**config.mk**
```make
export PLATFORM = sky130hd
export DESIGN_NAME = disk_grid_point_rasterizer
export DESIGN_NICKNAME = d
export VERILOG_FILES = /design/src/dgpr_pkg.sv /design/src/dgpr_sq_unit.sv /design/src/dgpr_row_bank.sv /design/src/disk_grid_point_rasterizer.sv
export SDC_FILE = /design/constraint.sdc
export NUM_CORES = 2
export LEC_CHECK = 0
export BUFFER_PORTS_ARGS = -buffer_cell sky130_fd_sc_hd__buf_2
export CAP_MARGIN = 40
export CORE_MARGIN = 3
export CORE_UTILIZATION = 45
export DETAILED_ROUTE_END_ITERATION = 7
export GPL_TIMING_DRIVEN = 0
export HOLD_SLACK_MARGIN = 0.1
export PLACE_DENSITY_LB_ADDON = 0.25
export SYNTH_ARGS = -nofsm -noshare
export SYNTH_HDL_FRONTEND = slang
export SYNTH_HIERARCHICAL = 1
export SYNTH_SLANG_ARGS = --single-unit
```
**constraint.sdc**
```tcl
create_clock -name clk -period 11.8 [get_ports clk]
set_input_delay 2.36 -clock clk [delete_from_list [all_inputs] [get_ports clk]]
set_output_delay 2.36 -clock clk [all_outputs]
set_load 0.03 [all_outputs]
```
**src/dgpr_pkg.sv**
```systemverilog
`timescale 1ns / 1ps

package dgpr_pkg;

    // Fixed point and result layout
    localparam int FRAC_BITS   = 8;
    localparam int RADIUS_W    = 12;
    localparam int XY_W        = 13;
    localparam int MASK_ROWS   = 32;
    localparam int ROW_IDX_W   = $clog2(MASK_ROWS);
    localparam int OUT_TDATA_W = 64;

    // Sequencer states
    typedef enum logic [2:0] {
        ST_IDLE,
        ST_SETUP,
        ST_ROWS,
        ST_COL,
        ST_CMP,
        ST_OUT
    } state_t;

    // Destination of the square that leaves the shared unit next cycle
    typedef enum logic [1:0] {
        DST_NONE,
        DST_R2,
        DST_ROW,
        DST_DX
    } sq_dst_t;

    // Row store write control
    typedef struct packed {
        logic                 en;
        logic [ROW_IDX_W-1:0] idx;
    } row_wr_t;

endpackage

```
**src/dgpr_sq_unit.sv**
```systemverilog
`timescale 1ns / 1ps

module dgpr_sq_unit #(
    parameter int DIFF_W = 13,
    parameter int SQ_W   = 24
) (
    input  logic                     clk,
    input  logic signed [DIFF_W-1:0] operand,
    output logic        [SQ_W-1:0]   square
);

    logic [DIFF_W-2:0] mag;
    logic [SQ_W-1:0]   square_next;
    logic [SQ_W-1:0]   square_reg;

    // Take the magnitude, then square it unsigned at full product width
    always_comb
    begin
        if (operand[DIFF_W-1])
        begin
            mag = (DIFF_W-1)'(-operand);
        end
        else
        begin
            mag = operand[DIFF_W-2:0];
        end
        square_next = SQ_W'(mag) * SQ_W'(mag);
    end

    // Register the product
    always_ff @(posedge clk)
    begin
        square_reg <= square_next;
    end

    assign square = square_reg;

endmodule

```
**src/dgpr_row_bank.sv**
```systemverilog
`timescale 1ns / 1ps

module dgpr_row_bank #(
    parameter int SQ_W = 24
) (
    input  logic                                clk,
    input  dgpr_pkg::row_wr_t                   wr,
    input  logic [SQ_W-1:0]                     wr_data,
    input  logic [dgpr_pkg::ROW_IDX_W-1:0]      rows_last,
    input  logic signed [SQ_W:0]                threshold,
    output logic [dgpr_pkg::MASK_ROWS-1:0]      mask
);

    import dgpr_pkg::*;

    logic [SQ_W-1:0] dy2_reg [MASK_ROWS];

    // Store the squared row distance of each row of the current circle
    always_ff @(posedge clk)
    begin
        if (wr.en)
        begin
            dy2_reg[wr.idx] <= wr_data;
        end
    end

    // Compare every row against the column threshold in parallel
    always_comb
    begin
        for (int k = 0; k < MASK_ROWS; k++)
        begin
            mask[k] = (ROW_IDX_W'(k) <= rows_last) && !threshold[SQ_W]
                      && (dy2_reg[k] <= threshold[SQ_W-1:0]);
        end
    end

endmodule

```
**src/disk_grid_point_rasterizer.sv**
```systemverilog
`timescale 1ns / 1ps
// The first column is offered once the radius and then each of the R box rows has been
// squared (R at most 32): one squaring per row through the shared multiplier.
// Each column is squared and compared before it is offered; up to 2*MAX_RADIUS+1 columns
// per circle. A new request is taken only once idle again.
// Reset: asynchronous, active low; returns the sequencer to idle with no result pending.

module disk_grid_point_rasterizer #(
    parameter int MAX_RADIUS     = 15,
    parameter int COORD_INT_BITS = 12,
    localparam int CW            = COORD_INT_BITS + dgpr_pkg::FRAC_BITS,
    localparam int IN_W          = ((2 * CW + dgpr_pkg::RADIUS_W + 7) / 8) * 8
) (
    input  logic                                clk,
    input  logic                                rst_n,
    input  logic                                s_axis_tvalid,
    output logic                                s_axis_tready,
    // center_x [CW-1:0], center_y [2CW-1:CW], radius [2CW+11:2CW], zero fill above
    input  logic [IN_W-1:0]                     s_axis_tdata,
    output logic                                m_axis_tvalid,
    input  logic                                m_axis_tready,
    // column_x [12:0], row_start [25:13], row_mask [57:26], zero fill above
    output logic [dgpr_pkg::OUT_TDATA_W-1:0]    m_axis_tdata,
    // last_column
    output logic                                m_axis_tlast
);

    import dgpr_pkg::*;

    localparam int R_LIMIT = MAX_RADIUS * (1 << FRAC_BITS);
    localparam int R_W     = $clog2(R_LIMIT + 1);
    localparam int RC_W    = (R_W > RADIUS_W) ? R_W : RADIUS_W;
    localparam int DIFF_W  = $clog2(R_LIMIT + (1 << FRAC_BITS)) + 1;
    localparam int SQ_W    = 2 * (DIFF_W - 1);
    localparam int S_W     = ((CW > R_W) ? CW : R_W) + 2;
    localparam int I_W     = S_W - FRAC_BITS;
    localparam int MAXC    = 2 * MAX_RADIUS + 1;
    localparam int COL_W   = $clog2(MAXC);

    // Control registers
    state_t  state_reg, state_next;
    sq_dst_t dst_reg, dst_next;

    // Payload registers
    logic signed [CW-1:0]    cx_reg, cx_next;
    logic signed [CW-1:0]    cy_reg, cy_next;
    logic [R_W-1:0]          r_reg, r_next;
    logic [SQ_W-1:0]         r2_reg, r2_next;
    logic signed [I_W-1:0]   x_reg, x_next;
    logic signed [I_W-1:0]   x1_reg, x1_next;
    logic signed [I_W-1:0]   y0_reg, y0_next;
    logic [ROW_IDX_W-1:0]    rows_last_reg, rows_last_next;
    logic [ROW_IDX_W-1:0]    k_reg, k_next;
    logic [ROW_IDX_W-1:0]    widx_reg, widx_next;
    logic [COL_W-1:0]        col_reg, col_next;
    logic [XY_W-1:0]         ocol_reg, ocol_next;
    logic [XY_W-1:0]         orow_reg, orow_next;
    logic [MASK_ROWS-1:0]    omask_reg, omask_next;
    logic                    olast_reg, olast_next;
    logic                    done_reg, done_next;

    // Datapath signals
    logic signed [S_W-1:0]   cx_ext, cy_ext, r_ext;
    logic signed [I_W-1:0]   bx0, bx1, by0, by1;
    logic signed [I_W:0]     y_span;
    logic [ROW_IDX_W-1:0]    rows_last_calc;
    logic signed [I_W:0]     yk;
    logic [RC_W-1:0]         r_in;
    logic signed [DIFF_W-1:0] sq_op;
    logic [SQ_W-1:0]         sq_res;
    logic signed [SQ_W:0]    threshold;
    logic [MASK_ROWS-1:0]    bank_mask;
    row_wr_t                 row_wr;

    // Q.8 to integer, truncated toward zero
    function automatic logic signed [I_W-1:0] trunc_q8(input logic signed [S_W-1:0] v);
        logic signed [I_W-1:0] q;
        q = I_W'(v >>> FRAC_BITS);
        if (v[S_W-1] && (v[FRAC_BITS-1:0] != '0))
        begin
            q = q + I_W'(1);
        end
        return q;
    endfunction

    // Grid coordinate in Q.8 minus a centre coordinate
    function automatic logic signed [DIFF_W-1:0] diff_of(
        input logic signed [I_W:0]  g,
        input logic signed [CW-1:0] c
    );
        logic signed [S_W+1:0] gs;
        logic signed [S_W+1:0] cs;
        logic signed [S_W+1:0] d;
        gs = (S_W+2)'(g) <<< FRAC_BITS;
        cs = (S_W+2)'(c);
        d  = gs - cs;
        return d[DIFF_W-1:0];
    endfunction

    // Bounding box of the circle
    always_comb
    begin
        cx_ext = S_W'(cx_reg);
        cy_ext = S_W'(cy_reg);
        r_ext  = S_W'({1'b0, r_reg});
        bx0    = trunc_q8(cx_ext - r_ext);
        bx1    = trunc_q8(cx_ext + r_ext);
        by0    = trunc_q8(cy_ext - r_ext);
        by1    = trunc_q8(cy_ext + r_ext);
        y_span = (I_W+1)'(by1) - (I_W+1)'(by0);
        if (y_span > $signed((I_W+1)'(MASK_ROWS - 1)))
        begin
            rows_last_calc = ROW_IDX_W'(MASK_ROWS - 1);
        end
        else
        begin
            rows_last_calc = y_span[ROW_IDX_W-1:0];
        end
    end

    assign r_in = RC_W'(s_axis_tdata[2*CW +: RADIUS_W]);
    assign yk   = (I_W+1)'(y0_reg) + (I_W+1)'({1'b0, k_reg});

    dgpr_sq_unit #(
        .DIFF_W (DIFF_W),
        .SQ_W   (SQ_W)
    ) u_sq (
        .clk     (clk),
        .operand (sq_op),
        .square  (sq_res)
    );

    dgpr_row_bank #(
        .SQ_W (SQ_W)
    ) u_rows (
        .clk       (clk),
        .wr        (row_wr),
        .wr_data   (sq_res),
        .rows_last (rows_last_reg),
        .threshold (threshold),
        .mask      (bank_mask)
    );

    // Sequencer: next state, unit operand and register updates
    always_comb
    begin
        state_next     = state_reg;
        dst_next       = DST_NONE;
        cx_next        = cx_reg;
        cy_next        = cy_reg;
        r_next         = r_reg;
        r2_next        = r2_reg;
        x_next         = x_reg;
        x1_next        = x1_reg;
        y0_next        = y0_reg;
        rows_last_next = rows_last_reg;
        k_next         = k_reg;
        widx_next      = widx_reg;
        col_next       = col_reg;
        ocol_next      = ocol_reg;
        orow_next      = orow_reg;
        omask_next     = omask_reg;
        olast_next     = olast_reg;
        done_next      = done_reg;
        sq_op          = '0;
        s_axis_tready  = 1'b0;
        m_axis_tvalid  = 1'b0;
        threshold      = $signed({1'b0, r2_reg}) - $signed({1'b0, sq_res});

        // Route the square that leaves the unit this cycle
        row_wr.en  = (dst_reg == DST_ROW);
        row_wr.idx = widx_reg;
        if (dst_reg == DST_R2)
        begin
            r2_next = sq_res;
        end

        unique case (state_reg)
            ST_IDLE:
            begin
                s_axis_tready = 1'b1;
                if (s_axis_tvalid)
                begin
                    cx_next = s_axis_tdata[CW-1:0];
                    cy_next = s_axis_tdata[2*CW-1:CW];
                    if (r_in > RC_W'(R_LIMIT))
                    begin
                        r_next = R_W'(R_LIMIT);
                    end
                    else
                    begin
                        r_next = R_W'(r_in);
                    end
                    state_next = ST_SETUP;
                end
            end
            ST_SETUP:
            begin
                x_next         = bx0;
                x1_next        = bx1;
                y0_next        = by0;
                rows_last_next = rows_last_calc;
                k_next         = '0;
                col_next       = '0;
                sq_op          = DIFF_W'($signed({1'b0, r_reg}));
                dst_next       = DST_R2;
                state_next     = ST_ROWS;
            end
            ST_ROWS:
            begin
                sq_op     = diff_of(yk, cy_reg);
                dst_next  = DST_ROW;
                widx_next = k_reg;
                if (k_reg == rows_last_reg)
                begin
                    state_next = ST_COL;
                end
                else
                begin
                    k_next = k_reg + ROW_IDX_W'(1);
                end
            end
            ST_COL:
            begin
                sq_op      = diff_of((I_W+1)'(x_reg), cx_reg);
                dst_next   = DST_DX;
                state_next = ST_CMP;
            end
            ST_CMP:
            begin
                ocol_next  = XY_W'(x_reg);
                orow_next  = XY_W'(y0_reg);
                omask_next = bank_mask;
                olast_next = (x_reg == x1_reg);
                done_next  = (x_reg == x1_reg) || (col_reg == COL_W'(MAXC - 1));
                state_next = ST_OUT;
            end
            ST_OUT:
            begin
                m_axis_tvalid = 1'b1;
                if (m_axis_tready)
                begin
                    if (done_reg)
                    begin
                        state_next = ST_IDLE;
                    end
                    else
                    begin
                        // Advance to the next column and start its square at once
                        x_next     = x_reg + I_W'(1);
                        col_next   = col_reg + COL_W'(1);
                        sq_op      = diff_of((I_W+1)'(x_reg) + (I_W+1)'(1), cx_reg);
                        dst_next   = DST_DX;
                        state_next = ST_CMP;
                    end
                end
            end
            default:
            begin
                state_next = ST_IDLE;
            end
        endcase
    end

    // Control state
    always_ff @(posedge clk or negedge rst_n)
    begin
        if (!rst_n)
        begin
            state_reg <= ST_IDLE;
            dst_reg   <= DST_NONE;
        end
        else
        begin
            state_reg <= state_next;
            dst_reg   <= dst_next;
        end
    end

    // Payload
    always_ff @(posedge clk)
    begin
        cx_reg        <= cx_next;
        cy_reg        <= cy_next;
        r_reg         <= r_next;
        r2_reg        <= r2_next;
        x_reg         <= x_next;
        x1_reg        <= x1_next;
        y0_reg        <= y0_next;
        rows_last_reg <= rows_last_next;
        k_reg         <= k_next;
        widx_reg      <= widx_next;
        col_reg       <= col_next;
        ocol_reg      <= ocol_next;
        orow_reg      <= orow_next;
        omask_reg     <= omask_next;
        olast_reg     <= olast_next;
        done_reg      <= done_next;
    end

    // Pack the result
    assign m_axis_tdata = {(OUT_TDATA_W - MASK_ROWS - 2 * XY_W)'(0), omask_reg, orow_reg,
                           ocol_reg};
    assign m_axis_tlast = olast_reg;

endmodule

```
After elaboration in Yosys (flattened, before gate mapping)
Memories as Yosys holds them, arrays and structs flattened.
Index checks and enable logic that the tools add are counted.
- logic and storage cells: 230
- bits in writable memories: 768
- register bits after elaboration: 226
- input port bits: 60
- memories: 1
- memory list (name ; words ; width ; rd ports ; clocked after Yosys merged registers in ; write ports ; line ; source):
    u_rows.dy2_reg ; 32 ; 24 ; 32 ; 0 ; 1 ; dgpr_row_bank.sv:16 ; logic [SQ_W-1:0] dy2_reg [MASK_ROWS];
- mux-type cells: 28
- equality and inequality tests: 15
- multipliers: 1
- $lt $le $gt $ge: 66
- add/subtract/negate cells: 19
- reduce and logical (&&, ||, !) cells: 81
- operator list (kind ; number):
    24-bit less-or-equal comparator ; 32
    14-bit two-way mux ; 6
    5-bit less-or-equal comparator, first input constant ; 16
    1-bit logical AND ; 68
    13-bit by 2-bit adder with 14-bit output, second input constant ; 4
    13-bit one-hot mux with 4 select lines ; 1
    20-bit by 13-bit adder with 21-bit output ; 2
    20-bit by 13-bit subtractor with 21-bit output ; 2
    4-bit by 5-bit less-or-equal comparator with 1-bit output, first input constant ; 8
    13-bit subtractor ; 3
    8-bit nonzero test ; 4
    14-bit one-hot mux with 2 select lines ; 1
    13-bit two-way mux ; 2
    24-bit by 24-bit subtractor with 25-bit output ; 1
    12-bit by 12-bit multiplier with 24-bit output ; 1
    3-bit by 5-bit less-or-equal comparator with 1-bit output, first input constant ; 4
    5-bit one-hot mux with 2 select lines ; 2
    3-bit one-hot mux with 6 select lines ; 1
    15-bit by 6-bit greater-than comparator with 1-bit output, second input constant ; 1
    5-bit two-way mux ; 3
    14-bit by 14-bit subtractor with 15-bit output ; 1
    14-bit by 2-bit adder with 14-bit output, second input constant ; 1
    14-bit == test ; 1
    12-bit greater-than comparator, second input constant ; 1
    other kinds (25) ; 44

Depth between registers and ports, before layout
- word-level depth: 8
- depth in mapped cells: 35

Hierarchy
The synthesis kept the hierarchy.
- by module, submodules not included (module ; seq. area each (µm²) ; instances ; area each (µm²) ; cells an instance):
    dgpr_row_bank ; 23062.1 ; 1 ; 40121.0 ; 2870
    disk_grid_point_rasterizer ; 6040.8 ; 1 ; 14630.3 ; 1466
    dgpr_sq_unit ; 460.4 ; 1 ; 4655.7 ; 531

Worst setup path after synthesis
OpenSTA, ideal clock, no wires.
- path kind: in2reg
- start: input m_axis_tready
- end: register u_sq.square_reg[21], in the netlist u_sq/square[21]
- stages on the path: 31
- arrival: 9050 ps
- buffers on the path: 1
- setup time: 123 ps
- slack: 2626 ps
- path through: nand2b_1 -> or2_2 -> clkbuf_1 -> nand2_1 -> a222oi_1 -> inv_1 -> clkinv_1 -> ha_1 -> or4b_4 -> or3_1 -> nand2_1 -> xnor2_1 -> nor2_1 -> inv_1 -> fa_1 -> inv_1 -> fa_1 -> inv_1 -> fa_1 -> inv_1 -> fa_1 -> inv_1 -> fa_1 -> inv_1 -> ha_1 -> a21oi_1 -> o21ai_0 -> and3_1 -> a311oi_1 -> a21oi_1 -> xor2_1
- longest elaborated chain between the ends: 5
- ends and longest elaborated chain (element ; line ; source):
    start, declared ; disk_grid_point_rasterizer.sv:21 ; input logic m_axis_tready,
    13-bit two-way mux (*) ; disk_grid_point_rasterizer.sv:241 ; if (m_axis_tready)
    13-bit one-hot mux with 4 select lines (*) ; disk_grid_point_rasterizer.sv:178 ; unique case (state_reg)
    via sq_op[0] ; disk_grid_point_rasterizer.sv:69 ; logic signed [DIFF_W-1:0] sq_op;
    12-bit negator ; dgpr_sq_unit.sv:21 ; mag = (DIFF_W-1)'(-operand);
    12-bit two-way mux (*) ; dgpr_sq_unit.sv:19 ; if (operand[DIFF_W-1])
    12-bit by 12-bit multiplier with 24-bit output (*) ; dgpr_sq_unit.sv:27 ; square_next = SQ_W'(mag) * SQ_W'(mag);
    via u_sq.square_next[21] ; dgpr_sq_unit.sv:13 ; logic [SQ_W-1:0] square_next;
    end signal, assigned ; dgpr_sq_unit.sv:33 ; square_reg <= square_next;
    end, declared ; dgpr_sq_unit.sv:14 ; logic [SQ_W-1:0] square_reg;
Mark *: on every way through the listed nets, which the timed path passes. The rest lies on a longest branch.
A chain may end at the register's enable or synchronous reset.

Final worst setup path
- start: input m_axis_tready
- end: register u_sq.square_reg[23], in the netlist u_sq/square[23]
The elaborated chain is that of the path after synthesis.

==> results_dict.tcl <==
set metrics [dict create \
    die-area_sq_mm 0.1364 \
    clock_skew_ns 0.06985 \
    worstMarginPinSlew_ns 0.9588 \
    postCtsSetupBuffers 0 \
    antenna_cells 0 \
    ys_types 103 \
    place_hpwl_mm 113.7 \
    cts_resized 0 \
    critPathLaunch "m_axis_tready" \
    relSlewSlack_pct 35.59 \
    worst-path-max-fanout 10 \
    cap_violations 0 \
    h-tree-depth 3 \
    rrSetupSlack_ns 2.56 \
    portBuffers 116 \
    min_period_over_period_pct 84.08 \
    hold_viol 0 \
    largest_register_ff_count 768 \
    grt_pass1_wl_mm 238.6 \
    cp.arrival_ns 10.49 \
    timing.rr.start "y0_reg[0]" \
    wirelength_mm 159.4 \
    hold_class "register to register" \
    fmax_mhz 100.8 \
    rsz0062_at_grt "false" \
    cts_buffers 109 \
    gp_congestion 0.8663 \
    avgSynthCellArea_sq_um 12.21 \
    setup-tns-final_ns 0 \
    r2r_cells 31 \
    areaGrowthSynthToFinish_pct 13.89 \
    die_w_um 369.3 \
    clkTransAtPathRegs_ns 0.06 \
    maxSlewViolCount 0 \
    firstDrtPassIters 6 \
    cp.required_ns 12.36 \
    initial_core_util_pct 45.59 \
    antenna_found_initial 9 \
    synth_top_family_by_area "adder cells" \
    synth-seq-cells 993 \
    synth_area_leaders "edfxtp_1, ha_1, a21oi_1, fa_1, xnor2_1" \
    drt_iter0_markers 3359 \
    period_minus_slack_ns 9.921 \
    reg2reg_to "u_sq/square[23]" \
    synth_area_sq_mm 0.05941 \
    clock_latency_ns 0.75 \
    yosys.area_share.simple_pct 10.49 \
    start_kind "primary input" \
    finalSetupViolCount 0 \
    crit_end "u_sq/square[23]" \
    cts_tree "built" \
    ys_warn_count 6 \
    num_rows 132 \
    io_pins 127 \
    nFillCells 11000 \
    cts.sinks 993 \
    worst-path-stages 31 \
    cp_top_family "adder cells" \
    crit_top_cell "inv_1" \
    clockBufferDepth 3 \
    synth_area_leader_cell "edfxtp_1" \
    critPathKind "primary input to register" \
    final_nets 6284 \
    core_sq_mm 0.1303 \
    async_reset_ff_share_pct 0.5035 \
    cp_slowest_stage_delay_ns 0.54 \
    wl_per_cell_um 22.66 \
    synth_edf_count 965 \
    timing.hold.ws_ns 0.4181 \
    synth_ff_type "edfxtp_1" \
    vias_per_cell 5.848 \
    synth.mux.area_fraction_pct 0.1243 \
    synth-xor-area-share_pct 3.138 \
    crit_slowest_cell "fa_1" \
    crit_buf_inv 11 \
    die_y_um 369.3 \
    drc 0 \
    synth_compound_area_share_pct 11.20 \
    grtUsageTotal_pct 23.11 \
    ant_nets 0 \
    cts_hold_buf 0 \
    end_kind "register" \
    clock-root-buffer "clkbuf_16" \
    overflow 0 \
    vias 41130 \
    status "finished, final reports clean" \
    grt_start_max_net_pins 38 \
    syn_inst 4867 \
    yosysSeqAreaShare_pct 49.76 \
    drive_above_1_share_pct 10.03 \
    synthAdderAreaFrac_pct 22.68 \
    yosys.area.top_type_share_pct 48.78 \
    grt_pass1_vias 40430 \
]
routing by layer:
metal	up-vias	global-route usage, %	wire, um
li1	19280	-	-
met1	20170	30.48	67930
met2	1338	39.01	75540
met3	342	3.048	9487
met4	4	8.319	6396
met5	-	0	31
logic make-up after synthesis:
| kind of cell | after synthesis |
|---|---|
| simple gates | 1207 |
| compound gates | 1030 |
| fa+ha+maj | 1024 |
| flops | 993 |
| buf+inv | 395 |
| xor+xnor | 209 |
| mux | 7 |
| other cells | 2 |
through the flow:
stage               util, %  area, sq um  setup WS, ns  std cells
global route          51.92        67660         1.383       7034
finish                51.92        67660         1.879       7034
CTS                   51.92        67660         1.950       7034
global placement      47.72        62190        0.2362       6730
detailed placement    49.21        64130         1.224       6831
floorplan                 -        59430         2.626       4872
Yosys cell counts (21+ instances only):
library cell    n
inv_1         316
a211o_1        21
fa_1           88
a221oi_1       22
dfxtp_1        23
a21o_1         79
nand4_1       136
edfxtp_1      965
clkbuf_1       44
xnor2_1       138
and2_1         21
o21ai_0       150
nor4_1         35
nand3_1       156
nand2b_1       44
a21oi_1       388
o211ai_1       58
nand2_1       255
nor2_1        254
o31ai_1        31
xor2_1         68
nor2b_1        67
nor3_1         68
and3_1         38
a211oi_1       51
and4_1         34
ha_1          936
a31oi_1        23
how the worst min path moves through the flow:
| stage | startpoint | endpoint | slack, ns | cells after the start |
|---|---|---|---|---|
| 4_1_cts | y0_reg[10] | orow_reg[10] | 0.42 | 0 |
| 3_3_place_gp | y0_reg[5] | orow_reg[5] | 0.41 | 0 |
| 5_1_grt | y0_reg[10] | orow_reg[10] | 0.42 | 0 |
| 6_report | y0_reg[10] | orow_reg[10] | 0.42 | 0 |
| 3_5_place_dp | y0_reg[10] | orow_reg[10] | 0.41 | 0 |
| 2_1_floorplan | y0_reg[10] | orow_reg[10] | 0.40 | 0 |
cells in the final DEF (no fill, tap or decap), types with 21 or more instances in the layout:
master and count:
nand3_1 156, nand2b_1 44, a211oi_1 51, o21ai_0 150, and4_1 34, buf_12 40, nand4_1 136, a31oi_1 23
xnor2_1 138, o31ai_1 31, inv_1 292, buf_8 31, nor2_1 222, a221oi_1 22, o211ai_1 58, nor4_1 35
inv_2 29, clkinv_1 28, and3_1 38, ha_1 936, buf_2 130, edfxtp_1 965, clkbuf_1 68, dfxtp_2 23
a211o_1 21, nor2b_1 66, a21o_1 79, a21oi_1 387, nor2_2 33, xor2_1 68, nand2_1 255, clkbuf_16 109
fa_1 88, nor3_1 68
layout make-up:
cell class,count,area [sq um],share of cell area (%)
buffer,68,309.0,0.4568
clock buffer,135,2835,4.190
clock inverter,68,699.4,1.034
inverter,327,1227,1.814
multi-input combinational,3484,28420,42.00
sequential,993,29590,43.74
tap,1742,2180,3.221
timing repair buffer,217,2399,3.545
Power is left out: the tool's default activity adds up to more than one toggle a clock period on the data nets, which glitch-free logic cannot reach.
